===== config.mk =====
export PLATFORM = sky130hd
export DESIGN_NAME = swrm_ctrl
export DESIGN_NICKNAME = d
export VERILOG_FILES = /design/src/hw/rtl/swrm_pkg.sv /design/src/hw/rtl/swrm_ctrl.sv
export SDC_FILE = /design/constraint.sdc
export NUM_CORES = 1
export LEC_CHECK = 0
export ABC_AREA = 0
export BUFFER_PORTS_ARGS = -buffer_cell sky130_fd_sc_hd__buf_2
export CORE_AREA = 3 3 40 42
export DETAILED_ROUTE_END_ITERATION = 12
export DIE_AREA = 0 0 43 45
export HOLD_SLACK_MARGIN = 0.02
export PLACE_DENSITY = 0.68
export SLEW_MARGIN = 20
export SYNTH_ARGS = -nofsm -noshare
export SYNTH_HDL_FRONTEND = slang
export SYNTH_SLANG_ARGS = --single-unit

===== constraint.sdc =====
create_clock -name clk -period 2.92 [get_ports clk]
set_input_delay 0.146 -clock clk [delete_from_list [all_inputs] [get_ports clk]]
set_output_delay 0.146 -clock clk [all_outputs]
set_load 0.05 [all_outputs]

===== src/hw/rtl/swrm_pkg.sv =====
// Shared types and constants of the sliding window range maximum unit.
`default_nettype none

package swrm_pkg;

  localparam logic signed [31:0] MOST_NEG   = 32'sh8000_0000;
  localparam logic               MODE_QUERY = 1'b1;

  // Datapath operations, one per cycle
  typedef enum logic [3:0] {
    OP_NONE,
    OP_CLEAR,
    OP_CAPTURE,
    OP_Q_INIT,
    OP_Q_RD,
    OP_Q_STEP,
    OP_RESULT,
    OP_COPY_INIT,
    OP_COPY_RD,
    OP_COPY_WR,
    OP_BUILD_INIT,
    OP_BUILD_RD,
    OP_BUILD_WR,
    OP_PUSH_WR,
    OP_UP_RD,
    OP_UP_WR
  } dp_op_t;

  typedef struct packed {
    dp_op_t op;
  } dp_cmd_t;

  typedef struct packed {
    logic clear_last;
    logic is_query;
    logic q_skip;
    logic q_continue;
    logic need_wrap;
    logic copy_last;
    logic build_done;
    logic up_done;
  } dp_stat_t;

endpackage

`default_nettype wire


===== src/hw/rtl/swrm_ctrl.sv =====
// Sequencer: clearing pass, push with wrap copy and rebuild, query walk.
`default_nettype none

module swrm_ctrl
  import swrm_pkg::*;
(
  input  wire logic     clk,
  input  wire logic     rst_n,
  input  wire logic     in_valid,
  output logic          in_ready,
  output logic          out_valid,
  input  wire logic     out_ready,
  input  wire dp_stat_t stat,
  output dp_cmd_t       cmd
);

  typedef enum logic [3:0] {
    S_CLEAR,
    S_IDLE,
    S_DECIDE,
    S_COPY_RD,
    S_COPY_WR,
    S_BUILD_INIT,
    S_BUILD_RD,
    S_BUILD_WR,
    S_PUSH,
    S_UP_RD,
    S_UP_WR,
    S_Q_RD,
    S_Q_STEP,
    S_Q_TEST,
    S_RESULT
  } state_t;

  state_t state_r, state_nxt;
  logic   out_valid_r, out_valid_nxt;
  logic   out_free;

  assign out_free = !out_valid_r || out_ready;

  always_comb begin
    state_nxt     = state_r;
    cmd.op        = OP_NONE;
    out_valid_nxt = out_valid_r && !out_ready;
    unique case (state_r)
      S_CLEAR: begin
        cmd.op = OP_CLEAR;
        if (stat.clear_last) state_nxt = S_IDLE;
      end
      S_IDLE: begin
        if (in_valid) begin
          cmd.op    = OP_CAPTURE;
          state_nxt = S_DECIDE;
        end
      end
      S_DECIDE: begin
        priority if (stat.is_query) begin
          cmd.op    = OP_Q_INIT;
          state_nxt = stat.q_skip ? S_RESULT : S_Q_RD;
        end else if (stat.need_wrap) begin
          cmd.op    = OP_COPY_INIT;
          state_nxt = S_COPY_RD;
        end else begin
          state_nxt = S_PUSH;
        end
      end
      S_COPY_RD: begin
        cmd.op    = OP_COPY_RD;
        state_nxt = S_COPY_WR;
      end
      S_COPY_WR: begin
        cmd.op    = OP_COPY_WR;
        state_nxt = stat.copy_last ? S_BUILD_INIT : S_COPY_RD;
      end
      S_BUILD_INIT: begin
        cmd.op    = OP_BUILD_INIT;
        state_nxt = S_BUILD_RD;
      end
      S_BUILD_RD: begin
        cmd.op    = OP_BUILD_RD;
        state_nxt = S_BUILD_WR;
      end
      S_BUILD_WR: begin
        cmd.op    = OP_BUILD_WR;
        state_nxt = stat.build_done ? S_PUSH : S_BUILD_RD;
      end
      S_PUSH: begin
        cmd.op    = OP_PUSH_WR;
        state_nxt = S_UP_RD;
      end
      S_UP_RD: begin
        cmd.op    = OP_UP_RD;
        state_nxt = S_UP_WR;
      end
      S_UP_WR: begin
        cmd.op    = OP_UP_WR;
        state_nxt = stat.up_done ? S_IDLE : S_UP_RD;
      end
      S_Q_RD: begin
        cmd.op    = OP_Q_RD;
        state_nxt = S_Q_STEP;
      end
      S_Q_STEP: begin
        cmd.op    = OP_Q_STEP;
        state_nxt = S_Q_TEST;
      end
      S_Q_TEST: begin
        state_nxt = stat.q_continue ? S_Q_RD : S_RESULT;
      end
      S_RESULT: begin
        if (out_free) begin
          cmd.op        = OP_RESULT;
          out_valid_nxt = 1'b1;
          state_nxt     = S_IDLE;
        end
      end
      default: state_nxt = S_IDLE;
    endcase
  end

  always_ff @(posedge clk) begin
    if (!rst_n) begin
      state_r     <= S_CLEAR;
      out_valid_r <= 1'b0;
    end else begin
      state_r     <= state_nxt;
      out_valid_r <= out_valid_nxt;
    end
  end

  assign in_ready  = state_r == S_IDLE;
  assign out_valid = out_valid_r;

endmodule

`default_nettype wire

==> results.py <==
metrics = {
    "global_route": {
        "grt_max_degree": 22,
        "grt_pass1_vias": 566,
        "grt_pass1_wl_mm": 2.38,
        "grt_overflow_total": 0,
        "antenna_found_initial": 0,
        "grtUsageTotal_pct": 15.8,
    },
    "critical_path": {
        "required_ns": 2.77,
        "crit_buf_inv": 1,
        "cpMaxStageDelayCell": "dfxtp_1",
        "crit_type": "flip-flop to output port",
        "start_kind": "flip-flop",
        "rrSetupSlack_ns": 1.35,
        "cp_max_fo": 19,
        "slowest_delay_ns": 0.70,
        "crit_chain": "nor2b_1 -> nand2_1 -> o41ai_1 -> a22o_1 -> buf_2",
        "end_kind": "output port",
        "path_delay_family": "flip-flops",
        "cp.arrival_ns": 1.83,
    },
    "sta": {
        "finalCritPeriodShare_pct": 67.8,
        "finalMaxSlewViolations": 0,
        "setup_viol": 0,
        "slew-limit-headroom_pct": 57.5,
        "fmax_mhz": 505,
        "fin_tns_setup_ns": 0,
        "fin_crit_ns": 1.98,
        "rsz0062_at_grt": "false",
        "fin_worst_skew_ns": 0.00197,
        "worst_slew_pin_slew_ns": 0.636,
        "hold_viol": 0,
    },
    "place": {
        "port_buffers": 17,
        "placed_cells": 105,
        "place_congestion": 0.827,
        "dp_hpwl_um": 994,
    },
    "yosys": {
        "synth_seq_cells": 5,
        "synth_top_flop_cell": "dfxtp_1",
        "synth_cells": 81,
        "synthesis.nets": 93,
        "yosysSeqAreaShare_pct": 17.9,
        "yosys_warnings": 0,
        "synth_cell_types": 36,
        "async_flop_share_pct": 0,
        "netlist_area_um2": 559,
        "syn_area_per_cell_um2": 6.90,
        "synth-edff-count": 0,
    },
    "floorplanning": {
        "pin_count": 18,
        "chipWidth_um": 43,
        "num_rows": 13,
        "start_util_pct": 43.5,
        "core_um2": 1280,
        "die_area_um2": 1940,
        "die_y_um": 45,
    },
    "layout": {
        "drive_gt1_share_pct": 24.5,
        "fin_cells": 109,
        "fillers": 133,
        "antenna_cells": 0,
        "seqCellArea_um2": 100,
        "final_common_cell": "buf_2",
        "nets": 107,
        "multi_input_area_um2": 397,
        "syn_to_final_growth_pct": 14.1,
        "mostFrequentLayoutCells": "17 x buf_2, 11 x nand2_1, 8 x nor2_1, 8 x a21oi_1, 5 x dfxtp_1",
        "post-route-util_pct": 49.7,
    },
    "route": {
        "ant_nets": 0,
        "viasPerCell": 5.75,
        "vias": 627,
        "dr.first_iter.drc_count": 11,
        "detail_route.first_pass.iterations": 4,
        "drt-wirelength-per-cell_um": 12.7,
        "drc": 0,
        "drt_wl_total_mm": 1.38,
    },
    "clock_network": {
        "htreeDepth": 1,
        "ctsResizeCount": 0,
        "root_buffer": "clkbuf_4",
        "insertion_delay_ns": 0.24,
        "cts_setup_buffers": 0,
        "clock-sinks": 5,
        "clk_pin_slew_ns": 0.05,
        "holdBufCountCts": 0,
        "cts_tree": "done",
        "cts_buffers": 3,
        "cts_buffer_depth": 2,
    },
    "pwr": {
        "switchingPower_w": 0.000211,
        "power_frac_comb_pct": 51.5,
        "p_seq_share_pct": 28.8,
        "p_int_w": 0.000211,
        "leakage_nw": 0.261,
        "p_clk_share_pct": 19.7,
        "irDropWorstVdd_mv": 0.263,
        "power_density_nw_per_um2": 661,
        "swShare_pct": 50.0,
    },
    "outcome": {
        "status": "finished clean",
    },
    "min_path": {
        "hold_class": "input port to flip-flop",
    },
    "flow_run": {
        "cap_viol_max_count": 0,
    },
}
[through the flow]
step                hold WS [ns]  instance area, um2  power (W)  setup WS (ns)
finish                     0.184                 638   0.000422          0.941
global route               0.186                 638   0.000457          0.798
CTS                        0.176                 638   0.000426          0.942
detailed placement         0.435                 612   0.000341           1.21
global placement           0.437                 612   0.000340           1.26
floorplan                  0.277                 559   0.000305           1.14
[power by group through the flow]
stage / Combinational (W) / Clock [W] / Sequential, W
detailed placement: 0.000218 / 0 / 0.000123
global placement: 0.000218 / 0 / 0.000122
floorplan: 0.000224 / 0 / 0.0000817
CTS: 0.000219 / 0.0000856 / 0.000122
finish: 0.000217 / 0.0000831 / 0.000122
global route: 0.000236 / 0.0000917 / 0.000129
[cells by family (layout without fill, tap and decap cells)]
logic type | Yosys count | in the layout | synth area share, %
AO/OA/AOI/OAI | 29 | 29 | 38.0
XOR/XNOR | 1 | 1 | 1.57
buffers and inverters | 11 | 24 | 11.2
flip-flops | 5 | 5 | 17.9
AND/OR/NAND/NOR | 35 | 35 | 31.3
[routing by layer]
metal,global-route usage (%),wire (um),up-vias
li1,-,-,322
met1,21.0,680,287
met2,26.3,645,18
met3,4.78,54,0
met4,1.81,0,0
met5,0,0,-
[state kept, by name, summed over array words and instances (netlist names)]
register and cells:
state_r 4, out_valid 1
[final cells by class]
type | instances | area share, %
timing repair buffer | 17 | 13.3
tap | 15 | 2.94
multi-input combinational | 65 | 62.2
clock buffer | 4 | 4.12
inverter | 3 | 1.76
sequential | 5 | 15.7
[final timing paths]
| path | startpoint | depth (start not counted) | end |
|---|---|---|---|
| worst max register to register | state_r[1] | 4 | state_r[0] |
| worst min-delay path | rst_n | 2 | state_r[3] |
| worst max-delay path | state_r[2] | 5 | cmd[2] |
| worst min register to register | out_valid | 2 | out_valid |
[synth_stat cells (all sizes together), types with 2 or more instances]
master  count  area, um2
and3        2       12.5
o221ai      2       17.5
nor3        3       15.0
inv         3       11.3
a21boi      3       22.5
nor2        8       30.0
dfxtp       5        100
nand2b      3       18.8
buf         8       51.3
a21oi       8       40.0
nand2      11       41.3
a22o        3       26.3
o21ai       4       20.0
Note: power is estimated with default switching activity, not from simulation.
